## src/rtl/mpw_pkg.sv

```systemverilog
// ----------------------------------------------------------------------------
// mpw_pkg
// Shared types, constants and helper functions of the 2-D max pooling block.
// ----------------------------------------------------------------------------
package mpw_pkg;

  localparam int MAX_COLS    = 256;
  localparam int MAX_ROWS    = 256;
  localparam int MAX_WINDOW  = 8;
  localparam int PIX_W       = 16;
  localparam int POS_W       = 8;
  localparam int CNT_W       = 9;
  localparam int KS_W        = 4;
  localparam int PROD_W      = 13;
  localparam int DIV_STEPS   = 9;
  localparam int SLOT_W      = $clog2(MAX_WINDOW);
  localparam int COL_W       = $clog2(MAX_COLS);
  localparam int STORE_DEPTH = MAX_WINDOW * MAX_COLS;
  localparam int ADDR_W      = SLOT_W + COL_W;
  localparam int OQ_DEPTH    = 2;
  localparam int PADDR_W     = 4;

  localparam logic [1:0] REG_WINDOW = 2'd0;
  localparam logic [1:0] REG_STEP   = 2'd1;
  localparam logic [1:0] REG_ROWS   = 2'd2;
  localparam logic [1:0] REG_COLS   = 2'd3;

  localparam logic [PADDR_W-1:0] ADDR_WINDOW = 4'd0;

  typedef struct packed {
    logic [KS_W-1:0]  k;
    logic [KS_W-1:0]  s;
    logic [CNT_W-1:0] nrows;
    logic [CNT_W-1:0] ncols;
  } cfg_t;

  typedef struct packed {
    logic signed [PIX_W-1:0] pix;
    logic [POS_W-1:0]        r;
    logic [POS_W-1:0]        c;
    logic [CNT_W-1:0]        rq;
    logic [CNT_W-1:0]        cq;
    logic [CNT_W-1:0]        nr;
    logic [CNT_W-1:0]        nc;
  } mid_item_t;

  typedef struct packed {
    logic signed [PIX_W-1:0] pooled;
    logic [POS_W-1:0]        row;
    logic [POS_W-1:0]        col;
    logic                    last;
  } out_item_t;

  typedef struct packed {
    logic [KS_W:0]    rem;
    logic [CNT_W-1:0] quo;
  } div_lane_t;

  typedef enum logic [1:0] {
    F_IDLE,
    F_DIV,
    F_PUSH
  } front_state_t;

  typedef enum logic [1:0] {
    B_IDLE,
    B_RUN,
    B_DRAIN
  } back_state_t;

  // One restoring division step: the next dividend bit enters the remainder.
  function automatic div_lane_t div_step(div_lane_t l, logic [KS_W-1:0] d);
    logic [KS_W:0] rs;
    div_lane_t     o;
    rs    = {l.rem[KS_W-1:0], l.quo[CNT_W-1]};
    o.quo = {l.quo[CNT_W-2:0], 1'b0};
    o.rem = rs;
    if (rs >= {1'b0, d}) begin
      o.rem    = rs - {1'b0, d};
      o.quo[0] = 1'b1;
    end
    return o;
  endfunction

  // Number of windows along one side, given a = ceil((n-k)/s).
  function automatic logic [CNT_W-1:0] win_count(logic [CNT_W-1:0] n,
                                                 logic [KS_W-1:0] k,
                                                 logic [KS_W-1:0] s,
                                                 logic [CNT_W-1:0] a);
    logic [PROD_W-1:0] prod;
    prod = PROD_W'(a) * PROD_W'(s);
    if (n <= CNT_W'(k)) begin
      return CNT_W'(1);
    end else if (prod >= PROD_W'(n)) begin
      return a;
    end else begin
      return a + CNT_W'(1);
    end
  endfunction

endpackage

```

## src/rtl/mpw_front.sv

```systemverilog
// ----------------------------------------------------------------------------
// mpw_front
// Accepts pixels, tracks the raster position and divides the position and
// plane sizes by the step to classify each pixel for the back end.
// ----------------------------------------------------------------------------
module mpw_front
  import mpw_pkg::*;
(
  input  logic                    clk,
  input  logic                    rst_n,
  input  cfg_t                    cfg,
  input  logic                    push,
  input  logic signed [PIX_W-1:0] pix,
  output logic                    full,
  input  logic                    q_full,
  output logic                    q_push,
  output mid_item_t               q_item
);

  front_state_t     state_r, state_nxt;
  logic [POS_W-1:0] rpos_r, rpos_nxt;
  logic [POS_W-1:0] cpos_r, cpos_nxt;
  logic [3:0]       cnt_r, cnt_nxt;
  mid_item_t        item_r, item_nxt;
  div_lane_t        lanes_r [4];
  div_lane_t        lanes_nxt [4];

  logic             accept;
  logic [CNT_W-1:0] r0, c0, r1, c1;

  assign accept = push && !full;

  always_comb begin
    state_nxt = state_r;
    case (state_r)
      F_IDLE: if (push) state_nxt = F_DIV;
      F_DIV:  if (cnt_r == 4'(DIV_STEPS - 1)) state_nxt = F_PUSH;
      F_PUSH: if (!q_full) state_nxt = F_IDLE;
      default: state_nxt = F_IDLE;
    endcase
  end

  always_comb begin
    full   = (state_r != F_IDLE);
    q_push = (state_r == F_PUSH) && !q_full;
  end

  always_comb begin
    q_item    = item_r;
    q_item.rq = lanes_r[0].quo;
    q_item.cq = lanes_r[1].quo;
    q_item.nr = win_count(cfg.nrows, cfg.k, cfg.s, lanes_r[2].quo);
    q_item.nc = win_count(cfg.ncols, cfg.k, cfg.s, lanes_r[3].quo);
  end

  always_comb begin
    r0 = CNT_W'(rpos_r);
    c0 = CNT_W'(cpos_r);
    if (c0 >= cfg.ncols) begin
      c0 = '0;
      r0 = r0 + CNT_W'(1);
    end
    if (r0 >= cfg.nrows) r0 = '0;
    c1 = c0 + CNT_W'(1);
    r1 = r0;
    if (c1 >= cfg.ncols) begin
      c1 = '0;
      r1 = r0 + CNT_W'(1);
      if (r1 >= cfg.nrows) r1 = '0;
    end
  end

  always_comb begin
    rpos_nxt  = rpos_r;
    cpos_nxt  = cpos_r;
    cnt_nxt   = cnt_r;
    item_nxt  = item_r;
    lanes_nxt = lanes_r;
    if (accept) begin
      rpos_nxt        = r1[POS_W-1:0];
      cpos_nxt        = c1[POS_W-1:0];
      cnt_nxt         = '0;
      item_nxt        = '0;
      item_nxt.pix    = pix;
      item_nxt.r      = r0[POS_W-1:0];
      item_nxt.c      = c0[POS_W-1:0];
      lanes_nxt[0]    = '{rem: '0, quo: r0};
      lanes_nxt[1]    = '{rem: '0, quo: c0};
      lanes_nxt[2]    = '{rem: '0,
                          quo: cfg.nrows - CNT_W'(cfg.k) + CNT_W'(cfg.s) - CNT_W'(1)};
      lanes_nxt[3]    = '{rem: '0,
                          quo: cfg.ncols - CNT_W'(cfg.k) + CNT_W'(cfg.s) - CNT_W'(1)};
    end else if (state_r == F_DIV) begin
      cnt_nxt = cnt_r + 4'd1;
      for (int l = 0; l < 4; l++) begin
        lanes_nxt[l] = div_step(lanes_r[l], cfg.s);
      end
    end
  end

  always_ff @(posedge clk) begin
    if (!rst_n) begin
      state_r <= F_IDLE;
      rpos_r  <= '0;
      cpos_r  <= '0;
      cnt_r   <= '0;
    end else begin
      state_r <= state_nxt;
      rpos_r  <= rpos_nxt;
      cpos_r  <= cpos_nxt;
      cnt_r   <= cnt_nxt;
    end
  end

  always_ff @(posedge clk) begin
    item_r  <= item_nxt;
    lanes_r <= lanes_nxt;
  end

endmodule

```

## config.mk

```make
export PLATFORM = sky130hd
export DESIGN_NAME = mpw_front
export DESIGN_NICKNAME = d
export VERILOG_FILES = /design/src/rtl/mpw_pkg.sv /design/src/rtl/mpw_front.sv
export SDC_FILE = /design/constraint.sdc
export NUM_CORES = 1
export LEC_CHECK = 0
export ABC_AREA = 1
export ABC_CLOCK_PERIOD_IN_PS = 5300
export BUFFER_PORTS_ARGS = -buffer_cell sky130_fd_sc_hd__buf_2
export CORE_ASPECT_RATIO = 1.2
export CORE_MARGIN = 5
export CORE_UTILIZATION = 40
export CTS_CLUSTER_SIZE = 20
export DETAILED_ROUTE_END_ITERATION = 7
export PLACE_DENSITY_LB_ADDON = 0.25
export SYNTH_ARGS = -nofsm -noshare
export SYNTH_HDL_FRONTEND = slang
export SYNTH_SLANG_ARGS = --single-unit
```

## constraint.sdc

```tcl
create_clock -name clk -period 5.3 [get_ports clk]
set_input_delay 0.53 -clock clk [delete_from_list [all_inputs] [get_ports clk]]
set_output_delay 0.53 -clock clk [all_outputs]
set_load 0.02 [all_outputs]
```

==> reports/qor.txt <==
run status: complete, no violations
crit path cell chain: nand2_1 -> fa_1 -> fa_1 -> fa_1 -> inv_1 -> nand3_1 -> nand3_1 -> xor2_1 -> ha_1 -> a21oi_1 -> o21ai_0 -> nor3_4 -> buf_4 -> nand4_1 -> a21oi_2 -> buf_2
P&R area growth vs syn: 14.3%
initial antenna violation count: 1
post-DR vias/cell: 5.08
fin crit share: 94.7%
GPL Wtd Cong: 0.879
cell mode on critical path: fa_1
fraction of final layout cells sized beyond drive strength 1: 16.7%
Setup Skew: 0.00976 ns
Ys Warns: 0
die extent in x: 160 microns
CTS tree: built
Worst Reg2Reg Path Length in Cells: 29
hold_sp: pix[4]
CP top delay family: adder cells
Worst path depth: 16
Non-Filler Instances: 1894
cell area after synthesis: 0.0108 sq mm
max incr delay on CP: 0.57 ns
worst min path class: in2reg
Seq/Total Area, Yosys: 25.9%
crit path max fanout: 5
Slew @ Worst Pin: 1.06 ns
Root Driver: clkbuf_16
Final setup viols: 0
EDFF count, synth: 68
WP buf/inv: 3
Total Power: 4.36 mW
io pins: 116
Syn Nets: 1655
total detailed-routing wirelength: 29700 microns
Initial Utilization: 40.2%
cell count after placement: 1867
Post-synth top flop: edfxtp_1
Worst Setup SP: lanes_r[2]
Synth Register Bits: 106
Synth top area share: 18.9%
clock sink count: 106
Worst-Skew Late Latency: 0.36 ns
CP endpoint kind: output port
CP Capture Point: q_item[4]
Worst EP arrival: 4.49 ns
Final min period: 5.02 ns
most common cell after layout, fill and taps aside: nand2_1
Power Dens Cells: 353 mW/mm^2
CP required: 4.77 ns
Peak Freq: 0.199 GHz
post-route cell area: 0.0123 sq mm
reg-to-reg startpoint: cpos_r[5]
max cap viols: 0
GRT Total Usage: 19.5%
Final Max Tran Viols: 0
# port buffers: 115
Final #Nets: 1781
vias in the first global route: 9665
CP startpoint kind: flop
max_slew headroom: 28.8%
R2R setup slack: 0.48 ns
FP Rows: 66
DR pass1 iterations: 5
Die H: 190 microns
Hold Slack: 0.339 ns
DP HPWL: 23900 microns
die area: 0.0304 sq mm
Synth area leaders: edfxtp_1, ha_1, nand2_1
most frequent cells in the layout: nand2_1, inv_1, ha_1
DRC viols: 0
post-DR wirelength/cell: 15.7 microns
Final ANT Viol Nets: 0
Worst path slowest cell: fa_1
DR vias: 9628
global-route wire length before repair: 48300 microns
dpl cell area: 0.0118 sq mm
H-tree Lvls: 3
fill count: 2675
synthesized area per cell: 7.59 sq um
Post-synth ARST share: 0%
buffer levels on the longest clock path: 2
largest net degree at the start of global routing: 47
post-synthesis instance total: 1423
final setup TNS: 0 ns
grt ovf: 0
Synth cell types: 52
Setup Crit Path Kind: reg2out
final hold violation count: 0
cts hold-fix bufs: 0
Reg area: 0.00281 sq mm
DRT iter0 DRCs: 432
Multi-input gate area: 0.00683 sq mm
Lkg Pwr: 6.46 nW
core area: 0.0268 sq mm
Yosys top cell by area: edfxtp_1
clk slew on worst S/H paths: 0.08 ns
CTS Buf Count: 9
antenna cells: 0
Worst R2R End: rpos_r[7]
Peak supply drop: 0.000257 V
==> layout make-up <==
cell class / count / share of cell area (%)
multi-input cells: 1009 / 55.3
repair buffers: 167 / 7.91
inverters: 256 / 7.79
flip-flops and latches: 106 / 22.7
well taps: 340 / 3.45
clock inverters: 7 / 0.983
clock buffers: 9 / 1.82
==> cell usage after synthesis (3+ instances only) <==
library cell	number
a211oi_1	6
a21oi_1	84
a22o_1	4
and2_1	3
buf_4	18
clkbuf_1	29
dfxtp_1	38
edfxtp_1	68
fa_1	42
ha_1	144
inv_1	250
inv_2	6
nand2_1	322
nand2_2	17
nand3_1	89
nand3_2	5
nand3b_1	5
nand4_1	40
nor2_1	80
nor2_2	4
nor2_4	4
nor3_1	10
nor3_2	4
o211ai_1	6
o21ai_0	61
o21ai_1	3
o22ai_1	10
or2_2	5
xnor2_1	9
xor2_1	28
==> worst reg2reg max path, delay by kind of cell (launching register included) <==
kind | cells | cell delay (ns)
and+or+nand+nor | 14 | 1.73
adders and majority gates | 4 | 1.09
xor gates and xnor gates | 1 | 0.14
buffers and inverters | 7 | 0.94
DFF | 1 | 0.35
AOI/OAI and AO/OA | 3 | 0.49
==> flip-flops by register name, indices dropped and copies added, names as in the netlist <==
signal and flops:
lanes_r 34, cpos_r 8, rpos_r 8, q_item 50, cnt_r 4, state_r 2
==> kinds of logic (layout without fill, tap and decap cells) <==
family,after synthesis,after routing,share of synthesized area (%)
and+or+nand+nor,596,596,25.1
adders and majority gates,186,186,24.5
AOI/OAI and AO/OA,187,187,9.58
DFF,106,106,25.9
buffers and inverters,308,439,11.4
xor gates and xnor gates,40,40,3.45
==> stage by stage <==
step	util [%]	worst slack [ns]
after global routing	46.0	-0.00525
after floorplan	-	0.236
after CTS	45.4	0.0564
final	46.0	0.278
after global placement	44.1	0.0743
after detailed placement	44.1	0.0820
==> how the worst min path moves through the flow <==
| stage | end | slack, ns | cells after the start |
|---|---|---|---|
| final | q_item[56] | 0.34 | 1 |
| after detailed placement | cpos_r[0] | 0.46 | 2 |
| after global placement | cpos_r[0] | 0.46 | 2 |
| after global routing | q_item[63] | 0.32 | 1 |
| after floorplan | cpos_r[0] | 0.45 | 2 |
| after CTS | q_item[59] | 0.32 | 1 |
==> report_power, final <==
part | total (mW) | internal [mW] | switching, mW
Sequential | 1.15 | 1.03 | 0.119
Clock | 0.773 | 0.429 | 0.344
Combinational | 2.43 | 0.893 | 1.54
==> timing repair <==
action	in CTS	in global routing
buffers inserted	0	11
gates resized for setup	0	25
setup endpoints to repair	0	25
==> metal layers <==
metal	share of wire (%)	wire length [microns]	track usage, %
met5	0.044	13	0
met3	4.3	1280	3.23
met2	51	15100	35.8
met1	43	12700	23.3
met4	2.0	590	5.99
No activity file was read; power rests on OpenSTA's default activity.
