==> src/rtl/mpw_pkg.sv <==
// ----------------------------------------------------------------------------
// mpw_pkg
// Shared types, constants and helper functions of the 2-D max pooling block.
// ----------------------------------------------------------------------------
package mpw_pkg;

  localparam int MAX_COLS    = 256;
  localparam int MAX_ROWS    = 256;
  localparam int MAX_WINDOW  = 8;
  localparam int PIX_W       = 16;
  localparam int POS_W       = 8;
  localparam int CNT_W       = 9;
  localparam int KS_W        = 4;
  localparam int PROD_W      = 13;
  localparam int DIV_STEPS   = 9;
  localparam int SLOT_W      = $clog2(MAX_WINDOW);
  localparam int COL_W       = $clog2(MAX_COLS);
  localparam int STORE_DEPTH = MAX_WINDOW * MAX_COLS;
  localparam int ADDR_W      = SLOT_W + COL_W;
  localparam int OQ_DEPTH    = 2;
  localparam int PADDR_W     = 4;

  localparam logic [1:0] REG_WINDOW = 2'd0;
  localparam logic [1:0] REG_STEP   = 2'd1;
  localparam logic [1:0] REG_ROWS   = 2'd2;
  localparam logic [1:0] REG_COLS   = 2'd3;

  localparam logic [PADDR_W-1:0] ADDR_WINDOW = 4'd0;

  typedef struct packed {
    logic [KS_W-1:0]  k;
    logic [KS_W-1:0]  s;
    logic [CNT_W-1:0] nrows;
    logic [CNT_W-1:0] ncols;
  } cfg_t;

  typedef struct packed {
    logic signed [PIX_W-1:0] pix;
    logic [POS_W-1:0]        r;
    logic [POS_W-1:0]        c;
    logic [CNT_W-1:0]        rq;
    logic [CNT_W-1:0]        cq;
    logic [CNT_W-1:0]        nr;
    logic [CNT_W-1:0]        nc;
  } mid_item_t;

  typedef struct packed {
    logic signed [PIX_W-1:0] pooled;
    logic [POS_W-1:0]        row;
    logic [POS_W-1:0]        col;
    logic                    last;
  } out_item_t;

  typedef struct packed {
    logic [KS_W:0]    rem;
    logic [CNT_W-1:0] quo;
  } div_lane_t;

  typedef enum logic [1:0] {
    F_IDLE,
    F_DIV,
    F_PUSH
  } front_state_t;

  typedef enum logic [1:0] {
    B_IDLE,
    B_RUN,
    B_DRAIN
  } back_state_t;

  // One restoring division step: the next dividend bit enters the remainder.
  function automatic div_lane_t div_step(div_lane_t l, logic [KS_W-1:0] d);
    logic [KS_W:0] rs;
    div_lane_t     o;
    rs    = {l.rem[KS_W-1:0], l.quo[CNT_W-1]};
    o.quo = {l.quo[CNT_W-2:0], 1'b0};
    o.rem = rs;
    if (rs >= {1'b0, d}) begin
      o.rem    = rs - {1'b0, d};
      o.quo[0] = 1'b1;
    end
    return o;
  endfunction

  // Number of windows along one side, given a = ceil((n-k)/s).
  function automatic logic [CNT_W-1:0] win_count(logic [CNT_W-1:0] n,
                                                 logic [KS_W-1:0] k,
                                                 logic [KS_W-1:0] s,
                                                 logic [CNT_W-1:0] a);
    logic [PROD_W-1:0] prod;
    prod = PROD_W'(a) * PROD_W'(s);
    if (n <= CNT_W'(k)) begin
      return CNT_W'(1);
    end else if (prod >= PROD_W'(n)) begin
      return a;
    end else begin
      return a + CNT_W'(1);
    end
  endfunction

endpackage

==> src/rtl/mpw_queue.sv <==
// ----------------------------------------------------------------------------
// mpw_queue
// Two-entry queue of classified pixels between the front and back ends.
// ----------------------------------------------------------------------------
module mpw_queue
  import mpw_pkg::*;
(
  input  logic      clk,
  input  logic      rst_n,
  input  logic      push,
  input  mid_item_t item_in,
  output logic      full,
  input  logic      pop,
  output mid_item_t item_out,
  output logic      empty
);

  mid_item_t  ent_r [2];
  logic       wp_r, wp_nxt;
  logic       rp_r, rp_nxt;
  logic [1:0] cnt_r, cnt_nxt;

  assign full     = (cnt_r == 2'd2);
  assign empty    = (cnt_r == 2'd0);
  assign item_out = ent_r[rp_r];

  always_comb begin
    wp_nxt  = wp_r;
    rp_nxt  = rp_r;
    cnt_nxt = cnt_r;
    if (push && !full) begin
      wp_nxt = ~wp_r;
    end
    if (pop && !empty) begin
      rp_nxt = ~rp_r;
    end
    if ((push && !full) && !(pop && !empty)) begin
      cnt_nxt = cnt_r + 2'd1;
    end else if (!(push && !full) && (pop && !empty)) begin
      cnt_nxt = cnt_r - 2'd1;
    end
  end

  always_ff @(posedge clk) begin
    if (!rst_n) begin
      wp_r  <= 1'b0;
      rp_r  <= 1'b0;
      cnt_r <= '0;
    end else begin
      wp_r  <= wp_nxt;
      rp_r  <= rp_nxt;
      cnt_r <= cnt_nxt;
    end
  end

  always_ff @(posedge clk) begin
    if (push && !full) begin
      ent_r[wp_r] <= item_in;
    end
  end

endmodule

==> config.mk <==
export PLATFORM = sky130hd
export DESIGN_NAME = mpw_queue
export DESIGN_NICKNAME = d
export VERILOG_FILES = /design/src/rtl/mpw_pkg.sv /design/src/rtl/mpw_queue.sv
export SDC_FILE = /design/constraint.sdc
export NUM_CORES = 1
export LEC_CHECK = 0
export ABC_AREA = 1
export BUFFER_PORTS_ARGS = -buffer_cell sky130_fd_sc_hd__buf_4
export CAP_MARGIN = 20
export CORE_AREA = 2 2 126 128
export DETAILED_ROUTE_END_ITERATION = 6
export DIE_AREA = 0 0 128 130
export GPL_TIMING_DRIVEN = 0
export PLACE_DENSITY = 0.6
export REMOVE_ABC_BUFFERS = 1
export SKIP_LAST_GASP = 1
export SLEW_MARGIN = 40
export SYNTH_ARGS = -nofsm -noshare
export SYNTH_HDL_FRONTEND = slang
export SYNTH_SLANG_ARGS = --single-unit
==> constraint.sdc <==
create_clock -name clk -period 5.8 [get_ports clk]
set_input_delay 0.58 -clock clk [delete_from_list [all_inputs] [get_ports clk]]
set_output_delay 0.58 -clock clk [all_outputs]
set_load 0.02 [all_outputs]
==> key figures, run 1 <==
Floorplanning
  – Overall die width: 128 microns
  – Chip height: 130 microns
  – Floorplan row count: 46
  – Area of the core: about 15000 sq um
  – Effective utilization at floorplan: 0.340
  – Die Area: 16600 sq um
  – Top-Level Pins: 142

GRT
  – Global Route Usage Sum: 0.118
  – Largest net degree at the start of global routing: 36
  – Antenna violations before repair: 0
  – First-pass GRT wire length: 14.6 mm
  – Residual overflow from global routing: 0
  – Vias in the first global route: 2851

Power and ir drop
  – Internal: 2.35 mW
  – Sequential share of power: 0.415
  – Worst IR drop on VDD: 0.000184 V
  – Pwr Total: 3.25 mW
  – Sw Share: 0.277
  – Part of the total power dissipated in combinational logic: 0.273
  – Switching power total: around 0.90 mW
  – Reported leakage power: 2.76 nW
  – Pwr/cell area: 448 nW/um^2
  – Proportion of power drawn by the clock network: 0.312

Logic synthesis
  – Synthesis-stage register bit count: 141
  – Cell area after synthesis: 5240 sq um
  – Post-synthesis cell type with the largest combined area: sky130_fd_sc_hd__edfxtp_1
  – Number of instances in the synthesized netlist: 250
  – Number of distinct library cell variants in the gate-level netlist after synthesis: 15
  – Most common cell in the netlist: sky130_fd_sc_hd__edfxtp_1
  – Proportion of synthesized flip-flops having asynchronous set or reset: 0
  – Yosys top cell area share: 0.780
  – Most numerous cell types in the synthesized netlist: 136 x sky130_fd_sc_hd__edfxtp_1, 48 x sky130_fd_sc_hd__mux2_2, 20 x sky130_fd_sc_hd__mux2_4
  – EDFF count, synth: 136
  – Top_reg_cell synth: sky130_fd_sc_hd__edfxtp_1
  – Number of warnings issued by yosys: 0
  – Top cells by area, synth: sky130_fd_sc_hd__edfxtp_1 78%, sky130_fd_sc_hd__mux2_2 10%, sky130_fd_sc_hd__mux2_4 5.7%
  – Average size of a mapped cell: 21.0 sq um
  – Share of synthesized area occupied by flip-flops and latches: 0.799

Place
  – Cell area reported after detailed placement: 6700 sq um
  – Port bufs: 141
  – Placed instance count: 584
  – Dpl hpwl: ~6.5 mm
  – Routability Congestion: about 0.66

Setup path
  – Critical path peak fanout: 35
  – Slowest cell on the critical path: sky130_fd_sc_hd__dfxtp_4
  – Kind of end point of the critical path: output pin
  – Req. time, crit path: between 5000 and 6000 ps
  – Top delay family on crit path: flip-flops
  – WS Path Type: reg2out
  – Cell breakdown of the critical path: buf_12, mux2_2, buf_4
  – Combined buffer and inverter count along the critical path: 2
  – Maximum cell stage delay along the critical path: 680 ps
  – Launching element type of the critical path: flop
  – CP Data Arrival Time: 1940 ps

Timing
  – Clock period minus final worst setup slack: 2520 ps
  – RSZ-0062 raised after global routing: no
  – Max-slew violation total from the final report: 0
  – Worst slew margin relative to its limit: 0.639
  – Post-route clock skew: 7.03 ps
  – Tightest Pin Transition: roughly 540 ps
  – # setup viols final: 0
  – Timing-limited maximum frequency: 0.397 GHz
  – Share of the clock period used by the worst path after layout: 0.435
  – Hold Fails Final Rpt: 0

Clock network
  – CTS HTree Levels: 4
  – Cts-stage hold buffer count: 0
  – Clock sink count: 141
  – Clock tree from TritonCTS: built
  – TritonCTS buffer count: 17
  – Number of buffers added for setup after CTS: 0
  – Clock latency of the later-clocked register in the worst-skew pair: 400 ps
  – Post-CTS Resized: 0
  – Root buf cell: sky130_fd_sc_hd__clkbuf_16
  – Clock transition at path regs: roughly 60 ps
  – Number of buffers on the longest clock path: 2

Route
  – Routed wirelength normalized by instance count: 15.3 microns
  – Vias per cell: 4.40
  – Number of vias after detailed routing: 2712
  – First-pass detailed-route iteration total: 4
  – Total DRC errors in the routed layout: 0
  – Initial detailed-routing violation count: around 110
  – Number of routed nets with antenna violations: 0
  – Total Wirelength: 9.45 mm

Hold path
  – Worst min-delay path class: in2reg

Finish
  – Signed area change from the synthesized netlist to the final layout: 38.5%
  – Total inserted antenna cells: 0
  – Nets: between 400 and 500
  – Proportion of layout cells with a drive suffix above 1: 0.590
  – Final std cells w/o fill: 616
  – Final design utilization: 0.470
  – Final non-filler cell area: approximately 7300 sq um

Status
  – Result of the run: completed

Flow run
  – Max Cap Violations: 0
metal layers:
metal  part of all wire  vias up  global-route usage
met1               0.39     1329               0.132
met3              0.066        9              0.0513
met4              0.013        0              0.0485
met5                  0        -                   0
met2               0.53       88               0.198
li1                   -     1286                   -
worst register-to-register path, cell delays in order (launching register included):
cell and delay (ps):
sky130_fd_sc_hd__dfxtp_1 390, sky130_fd_sc_hd__o21ai_1 210, sky130_fd_sc_hd__nor2_4 390, sky130_fd_sc_hd__buf_16 210
sky130_fd_sc_hd__buf_16 160, sky130_fd_sc_hd__buf_16 170
cell usage in the layout (no fill, tap or decap), types with 3 or more instances in the layout:
cell type,count
sky130_fd_sc_hd__buf_16,6
sky130_fd_sc_hd__clkinvlp_4,3
sky130_fd_sc_hd__clkbuf_16,17
sky130_fd_sc_hd__edfxtp_1,136
sky130_fd_sc_hd__dfxtp_1,4
sky130_fd_sc_hd__buf_4,141
sky130_fd_sc_hd__nand2_1,6
sky130_fd_sc_hd__mux2_4,20
sky130_fd_sc_hd__inv_1,9
sky130_fd_sc_hd__mux2_2,48
sky130_fd_sc_hd__clkinv_2,6
sky130_fd_sc_hd__nor2_1,9
final timing paths:
check / startpoint / end / slack, ps / depth (start not counted)
worst max-delay path: flop / item_out[23] / 3280 / 3
worst min-delay path: item_in[20] / ent_r[1][20] / 360 / 1
worst max register to register: cnt_r[0] / ent_r[1][53] / 3970 / 5
worst min register to register: rp_r / rp_r / 500 / 2
logic make-up after synthesis:
kind of cell | count (synthesis) | share of synthesized area
AND/OR/NAND/NOR | 19 | 0.0143
adder cells (fa/ha/maj) | 1 | 0.00239
buffers and inverters | 17 | 0.0203
AO/OA/AOI/OAI | 4 | 0.00382
multiplexers | 68 | 0.160
flip-flops | 141 | 0.799
area by class of cell:
type,count,area (sq um)
Inverter,9,33.8
Clock inverter,13,125
Multi-Input combinational cell,92,963
Tap cell,192,240
Clock buffer,19,433
Fill cell,1339,8170
Timing Repair Buffer,150,1270
Sequential cell,141,4190
flip-flops by register name, summed over array words and instances (netlist names), named ones only:
register,count
cnt_r,2
rp_r,1
ent_r,136
wp_r,1
power by group through the flow:
stage                     clock network, mW  registers [mW]  logic, mW
after floorplan                           0            1.39      0.492
after global placement                    0            1.43      0.815
after detailed placement                  0            1.38      0.903
after CTS                              1.05            1.36      0.906
after global routing                   1.10            1.37      0.950
final                                  1.02            1.35      0.887
stage by stage:
stage	hold slack (ps)	setup WS, ps	TNS (ps)
detailed placement	491	3560	0
global placement	481	-302	-39460
global route	327	3140	0
CTS	327	3190	0
floorplan	467	1730	0
finish	357	3280	0
(Power assumes the default switching activity.)
==> run 2: changes to the inputs <==
PLACE_DENSITY = 0.62   (was 0.6)
clock period = 2.3 ns   (was 5.8 ns; I/O delays follow)
==> run 2 against run 1 <==
  * Count of clock-buffer cells in the layout is 1 lower
  * Sequential cell count stayed put
  * Critical path depth is 2 higher
  * Via count is 11% higher
  * Combinational power grew to 2.7 times the previous value
  * Non-clock buffer count is 69 higher
  * Clock skew is 1.2 ps higher
==> key figures, run 2 (synthesis results as in run 1) <==
Setup path
  – Maximum cell stage delay along the critical path: between 600 and 700 ps
  – Req. time, crit path: 2470 ps
  – Critical path peak fanout: 17
  – Combined buffer and inverter count along the critical path: 3
  – CP Data Arrival Time: 2200 ps
  – Top delay family on crit path: compound AO/OA/AOI/OAI gates
  – Kind of end point of the critical path: flop
  – Flop2flop setup slack: 260 ps
  – Launching element type of the critical path: flop
  – WS Path Type: reg2reg
  – Cell breakdown of the critical path: inv_1, o21ai_0, nor2_4, buf_16, buf_16
  – Most prevalent standard cell on the critical path: sky130_fd_sc_hd__buf_16
  – Slowest cell on the critical path: sky130_fd_sc_hd__o21ai_0

Finish
  – Signed area change from the synthesized netlist to the final layout: 53.5%
  – Max reg flops: 136
  – Total inserted antenna cells: 0
  – Most frequent standard cell in the layout excluding fill and tap cells: sky130_fd_sc_hd__buf_4
  – Leading registers by flop count: ent_r (136), cnt_r (2)
  – Final design utilization: 0.521
  – Most frequent cells in the layout: 141 x sky130_fd_sc_hd__buf_4, 136 x sky130_fd_sc_hd__edfxtp_1, 68 x sky130_fd_sc_hd__dlygate4sd3_1
  – Final std cells w/o fill: just under 700
  – Final non-filler cell area: 8040 sq um
  – Filler cells: between 1000 and 1500
  – Register with the highest flop count: ent_r
  – Nets: 553
  – Proportion of layout cells with a drive suffix above 1: 0.513

Timing
  – Least setup slack across all paths after layout: 262 ps
  – Post-route clock skew: 8.23 ps
  – Clock period minus final worst setup slack: 2040 ps
  – Hold_ws: 85.9 ps
  – Share of the clock period used by the worst path after layout: 0.886
  – # setup viols final: 0
  – RSZ-0062 raised after global routing: no
  – Timing-limited maximum frequency: slightly below 0.5 GHz
  – Max-slew violation total from the final report: 0
  – Hold Fails Final Rpt: 0
  – Tightest Pin Transition: 836 ps
  – Worst slew margin relative to its limit: 0.437

Hold path
  – Worst min-delay path class: in2reg

Place
  – Placed instance count: 585
  – Cell area reported after detailed placement: between 6000 and 7000 sq um
  – Dpl hpwl: 6.62 mm
  – Post-Place Worst Slack: 284 ps
  – Routability Congestion: 0.654
  – Port bufs: 141

Route
  – Routed wirelength normalized by instance count: around 14 microns
  – Number of vias after detailed routing: 2999
  – Total Wirelength: 9.86 mm
  – Vias per cell: 4.38
  – Total DRC errors in the routed layout: 0
  – First-pass detailed-route iteration total: 4
  – Number of routed nets with antenna violations: 0
  – Initial detailed-routing violation count: around 140

Clock network
  – Clock tree from TritonCTS: built
  – Clock latency of the later-clocked register in the worst-skew pair: 410 ps
  – TritonCTS buffer count: 17
  – CTS HTree Levels: 4
  – Clock sink count: 141
  – Clock transition at path regs: 60 ps
  – Root buf cell: sky130_fd_sc_hd__clkbuf_16
  – Number of buffers on the longest clock path: 2

Power and ir drop
  – Worst IR drop on VDD: 0.000449 V
  – Pwr/cell area: 1080 nW/um^2
  – Reported leakage power: 3.10 nW

GRT
  – Vias in the first global route: ~3300
  – Global Route Usage Sum: 0.126
  – Largest net degree at the start of global routing: 30
  – Residual overflow from global routing: 0
  – Antenna violations before repair: 0
  – First-pass GRT wire length: 15.8 mm

Floorplanning
  – Floorplan row count: 46
  – Effective utilization at floorplan: 0.340
  – Area of the core: 15400 sq um
  – Die Area: 16600 sq um
  – Chip height: 130 microns
  – Overall die width: 128 microns
  – Top-Level Pins: 142

Status
  – Result of the run: completed

Flow run
  – Max Cap Violations: 0
-- run 2: cell count changes in the layout (fill, tap and decap cells not counted) --
cell | previous run | this run
sky130_fd_sc_hd__bufinv_16 | 2 | 5
sky130_fd_sc_hd__inv_6 | 0 | 2
sky130_fd_sc_hd__buf_12 | 1 | 2
sky130_fd_sc_hd__clkinv_2 | 6 | 3
sky130_fd_sc_hd__clkinvlp_4 | 3 | 2
sky130_fd_sc_hd__dlygate4sd3_1 | 0 | 68
sky130_fd_sc_hd__clkbuf_1 | 2 | 1
sky130_fd_sc_hd__clkinv_1 | 1 | 0
sky130_fd_sc_hd__o21ai_0 | 2 | 3
sky130_fd_sc_hd__clkinv_4 | 1 | 2
sky130_fd_sc_hd__o21ai_1 | 1 | 0
-- run 2: worst paths after layout --
kind	start	endpoint	depth (start not counted)
max	cnt_r[1]	ent_r[0][58]	5
min	rst_n	cnt_r[1]	3
max reg2reg	cnt_r[1]	ent_r[0][58]	5
min reg2reg	rp_r	rp_r	2
-- run 2: layer usage --
layer,vias up,part of all wire,track usage
li1,1429,-,-
met1,1473,0.42,0.147
met2,90,0.51,0.207
met3,7,0.060,0.0541
met4,0,0.011,0.0498
met5,-,0,0
-- run 2: metrics by stage --
stage | TNS (ps) | total power, mW
floorplan | -243840 | 4.74
global placement | -567470 | 5.64
detailed placement | 0 | 5.77
CTS | 0 | 8.87
global route | 0 | 9.14
finish | 0 | 8.72
-- run 2: repair_timing --
item / in CTS / in global routing
endpoints found under the setup margin: 0 / 0
hold buffers: 68 / 0
resized for setup: 0 / 0
setup buffers: 0 / 0
hold endpoints to repair: 136 / 0
-- run 2: layout make-up --
class / instances / area, sq um / area share
multi-input combinational: 92 / 963 / 0.120
clock inverter: 14 / 215 / 0.0268
tap: 192 / 240 / 0.0299
sequential: 141 / 4190 / 0.521
timing repair buffer: 219 / 1970 / 0.245
inverter: 9 / 33.8 / 0.00420
clock buffer: 18 / 429 / 0.0534
-- run 2: power breakdown --
part	switching (mW)	internal (mW)	total, mW
logic	1.20	1.20	2.40
registers	0.122	3.25	3.37
clock network	1.03	1.93	2.95
total	2.35	6.38	8.72
-- run 2: worst min-delay path: stages --
cell	delay [ps]
sky130_fd_sc_hd__buf_4	130
sky130_fd_sc_hd__nand2_1	60
sky130_fd_sc_hd__nor2_1	40
==> run 3: changes to the inputs <==
ABC_AREA = not set   (was 1)
SLEW_MARGIN = not set   (was 40)
==> run 3 against run 2 <==
  * Sequential power increased by 1%
  * Clock power decreased by 5%
  * First-iteration DRC count decreased by 1.5%
  * Maximum frequency decreased by 5.7%
  * Combinational power increased by 5%
  * Sequential cell count unchanged
  * Area after synthesis decreased by 0.41%
  * Critical endpoint is now item_out[19]
  * Utilization decreased by 1.0 points
  * Worst hold slack got worse by 23 ps
  * Setup slack got worse by 120 ps
  * Wire length increased by 1.7%
  * Global-route usage decreased by 0.23 points
==> key figures, run 3 <==
Route
  – Routed wirelength normalized by instance count: around 15 microns
  – Initial detailed-routing violation count: 133
  – Met2 wire length: 5.16 mm
  – Met3 routed WL: ~560 microns
  – Number of routed nets with antenna violations: 0
  – First-pass detailed-route iteration total: 4
  – Uppermost layer routed: met4
  – Routed length on met1: 4.16 mm
  – Vias per cell: 4.32
  – Total DRC errors in the routed layout: 0
  – Total Wirelength: 10.0 mm
  – Number of vias after detailed routing: 2884

Clock network
  – Clock latency of the later-clocked register in the worst-skew pair: approximately 410 ps
  – Number of buffers added for setup after CTS: 0
  – TritonCTS buffer count: 17
  – Root buf cell: sky130_fd_sc_hd__clkbuf_16
  – Clock transition at path regs: 60 ps
  – Cts-stage hold buffer count: 68
  – Clock sink count: roughly 140
  – Clock tree from TritonCTS: built
  – CTS HTree Levels: 4
  – Post-CTS Resized: 0
  – Number of buffers on the longest clock path: 2

Setup path
  – Flop2flop setup slack: 240 ps
  – Crit path capture: item_out[19]
  – CP Data Arrival Time: 1930 ps
  – Worst-case reg-to-reg path depth: 5
  – FF-to-FF Start: cnt_r[0]
  – Kind of end point of the critical path: output pin
  – Launching element type of the critical path: flop
  – Reg-to-Reg End: ent_r[0][46]
  – Req. time, crit path: 2070 ps
  – WS Path Type: reg2out
  – Critical path peak fanout: 39

Finish
  – Proportion of layout cells with a drive suffix above 1: 0.515
  – Signed area change from the synthesized netlist to the final layout: 51.2%
  – Most frequent cells in the layout: 141 x sky130_fd_sc_hd__buf_4, 136 x sky130_fd_sc_hd__edfxtp_1, 68 x sky130_fd_sc_hd__dlygate4sd3_1
  – Final std cells w/o fill: 668
  – Total inserted antenna cells: 0
  – Nets: 536
  – Most frequent standard cell in the layout excluding fill and tap cells: sky130_fd_sc_hd__buf_4
  – Max reg flops: 136
  – Leading registers by flop count: ent_r (136), cnt_r (2)
  – Final design utilization: 0.512
  – Register with the highest flop count: ent_r

Floorplanning
  – Top-Level Pins: around 140
  – Die Area: 16600 sq um
  – Area of the core: around 15000 sq um
  – Floorplan row count: 46
  – Effective utilization at floorplan: 0.338
  – Overall die width: 128 microns
  – Chip height: 130 microns

Logic synthesis
  – EDFF count, synth: about 140
  – Number of instances in the synthesized netlist: approximately 240
  – Yosys top cell area share: 0.783
  – Most numerous cell types in the synthesized netlist: 136 x sky130_fd_sc_hd__edfxtp_1, 48 x sky130_fd_sc_hd__mux2_2, 20 x sky130_fd_sc_hd__mux2_4
  – Post-synthesis cell type with the largest combined area: sky130_fd_sc_hd__edfxtp_1
  – Most common cell in the netlist: sky130_fd_sc_hd__edfxtp_1
  – Synthesis-stage register bit count: 141
  – Number of distinct library cell variants in the gate-level netlist after synthesis: 23
  – Top cells by area, synth: sky130_fd_sc_hd__edfxtp_1 78%, sky130_fd_sc_hd__mux2_2 10%, sky130_fd_sc_hd__mux2_4 5.8%
  – Proportion of synthesized flip-flops having asynchronous set or reset: 0
  – Number of warnings issued by yosys: 0
  – Cell area after synthesis: 5220 sq um
  – Top_reg_cell synth: sky130_fd_sc_hd__edfxtp_1
  – Share of synthesized area occupied by flip-flops and latches: 0.802
  – Average size of a mapped cell: 22.0 sq um

Timing
  – Share of the clock period used by the worst path after layout: 0.940
  – Hold_ws: 63.0 ps
  – RSZ-0062 raised after global routing: no
  – # setup viols final: 0
  – Max-slew violation total from the final report: 0
  – Tightest Pin Transition: 841 ps
  – Clock period minus final worst setup slack: 2160 ps
  – Post-route clock skew: 6.80 ps
  – Final TNS setup: 0 ps
  – Hold Fails Final Rpt: 0
  – Timing-limited maximum frequency: 0.463 GHz
  – Worst slew margin relative to its limit: 0.437

GRT
  – Residual overflow from global routing: 0
  – Vias in the first global route: about 3200
  – Antenna violations before repair: 0
  – Largest net degree at the start of global routing: 40
  – Global Route Usage Sum: 0.124
  – First-pass GRT wire length: 15.4 mm

Flow run
  – Max Cap Violations: 0

Power and ir drop
  – Worst IR drop on VDD: ~0.00045 V
  – Pwr/cell area: 1110 nW/um^2
  – Pwr Total: slightly below 9 mW
  – Reported leakage power: roughly 3 nW

Place
  – Routability Congestion: 0.632
  – Port bufs: between 100 and 150
  – Dpl hpwl: 6.28 mm
  – Placed instance count: about 570

Hold path
  – Worst min-delay path class: in2reg

Status
  – Result of the run: completed
-- run 3: changes by cell type after synthesis, moves of 2 or more --
cell and delta:
sky130_fd_sc_hd__xnor2_1 +2, sky130_fd_sc_hd__o21ai_0 -2, sky130_fd_sc_hd__inv_1 -8, sky130_fd_sc_hd__nor2_1 -9, sky130_fd_sc_hd__nand2_1 -6, sky130_fd_sc_hd__and2_1 +3, sky130_fd_sc_hd__buf_8 -2
-- run 3: worst min path at each step --
stage	start	end	cells past startpoint
after global routing	rst_n	wp_r	2
after CTS	rst_n	wp_r	2
final	rst_n	wp_r	2
after global placement	item_in[28]	ent_r[0][28]	1
after floorplan	item_in[0]	ent_r[0][0]	0
after detailed placement	item_in[57]	ent_r[0][57]	1
-- run 3: final cells by class --
cell class	count	area, sq um
Multi-Input combinational cell	86	978
Clock inverter	12	168
Tap cell	192	240
Fill cell	1283	7530
Inverter	2	7.51
Timing Repair Buffer	215	1870
Sequential cell	141	4190
Clock buffer	20	437
-- run 3: per-stage QoR --
step | area [sq um] | setup slack, ps
final | 7890 | 139
after global placement | 6460 | -3050
after CTS | 7890 | 84.0
after detailed placement | 6610 | 200
after floorplan | 5160 | -1450
after global routing | 7890 | 44.1
-- run 3: per-layer routing --
layer,track usage,up-vias
met2,0.215,88
met5,0,-
li1,-,1383
met4,0.0556,0
met3,0.0435,9
met1,0.138,1404
-- run 3: kinds of logic (layout without fill, tap and decap cells) --
family,count (synthesis),in the layout,synth area share
AND/OR/NAND/NOR,9,9,0.0106
AO/OA/AOI/OAI,5,5,0.00623
buffers and inverters,10,249,0.0127
adder cells (fa/ha/maj),1,1,0.00240
XOR/XNOR,3,3,0.00504
flip-flops,141,141,0.802
multiplexers,68,68,0.161
-- run 3: worst max-delay path, stage by stage (launching register included) --
cell,delay (ps)
sky130_fd_sc_hd__dfxtp_4,660
sky130_fd_sc_hd__buf_16,300
sky130_fd_sc_hd__mux2_2,380
sky130_fd_sc_hd__buf_4,160
-- run 3: power breakdown --
part           total (mW)  internal, mW  switching [mW]
Sequential           3.41          3.23           0.176
Clock                2.80          1.81           0.993
Combinational        2.52          1.30            1.23
Total                8.73          6.34            2.40
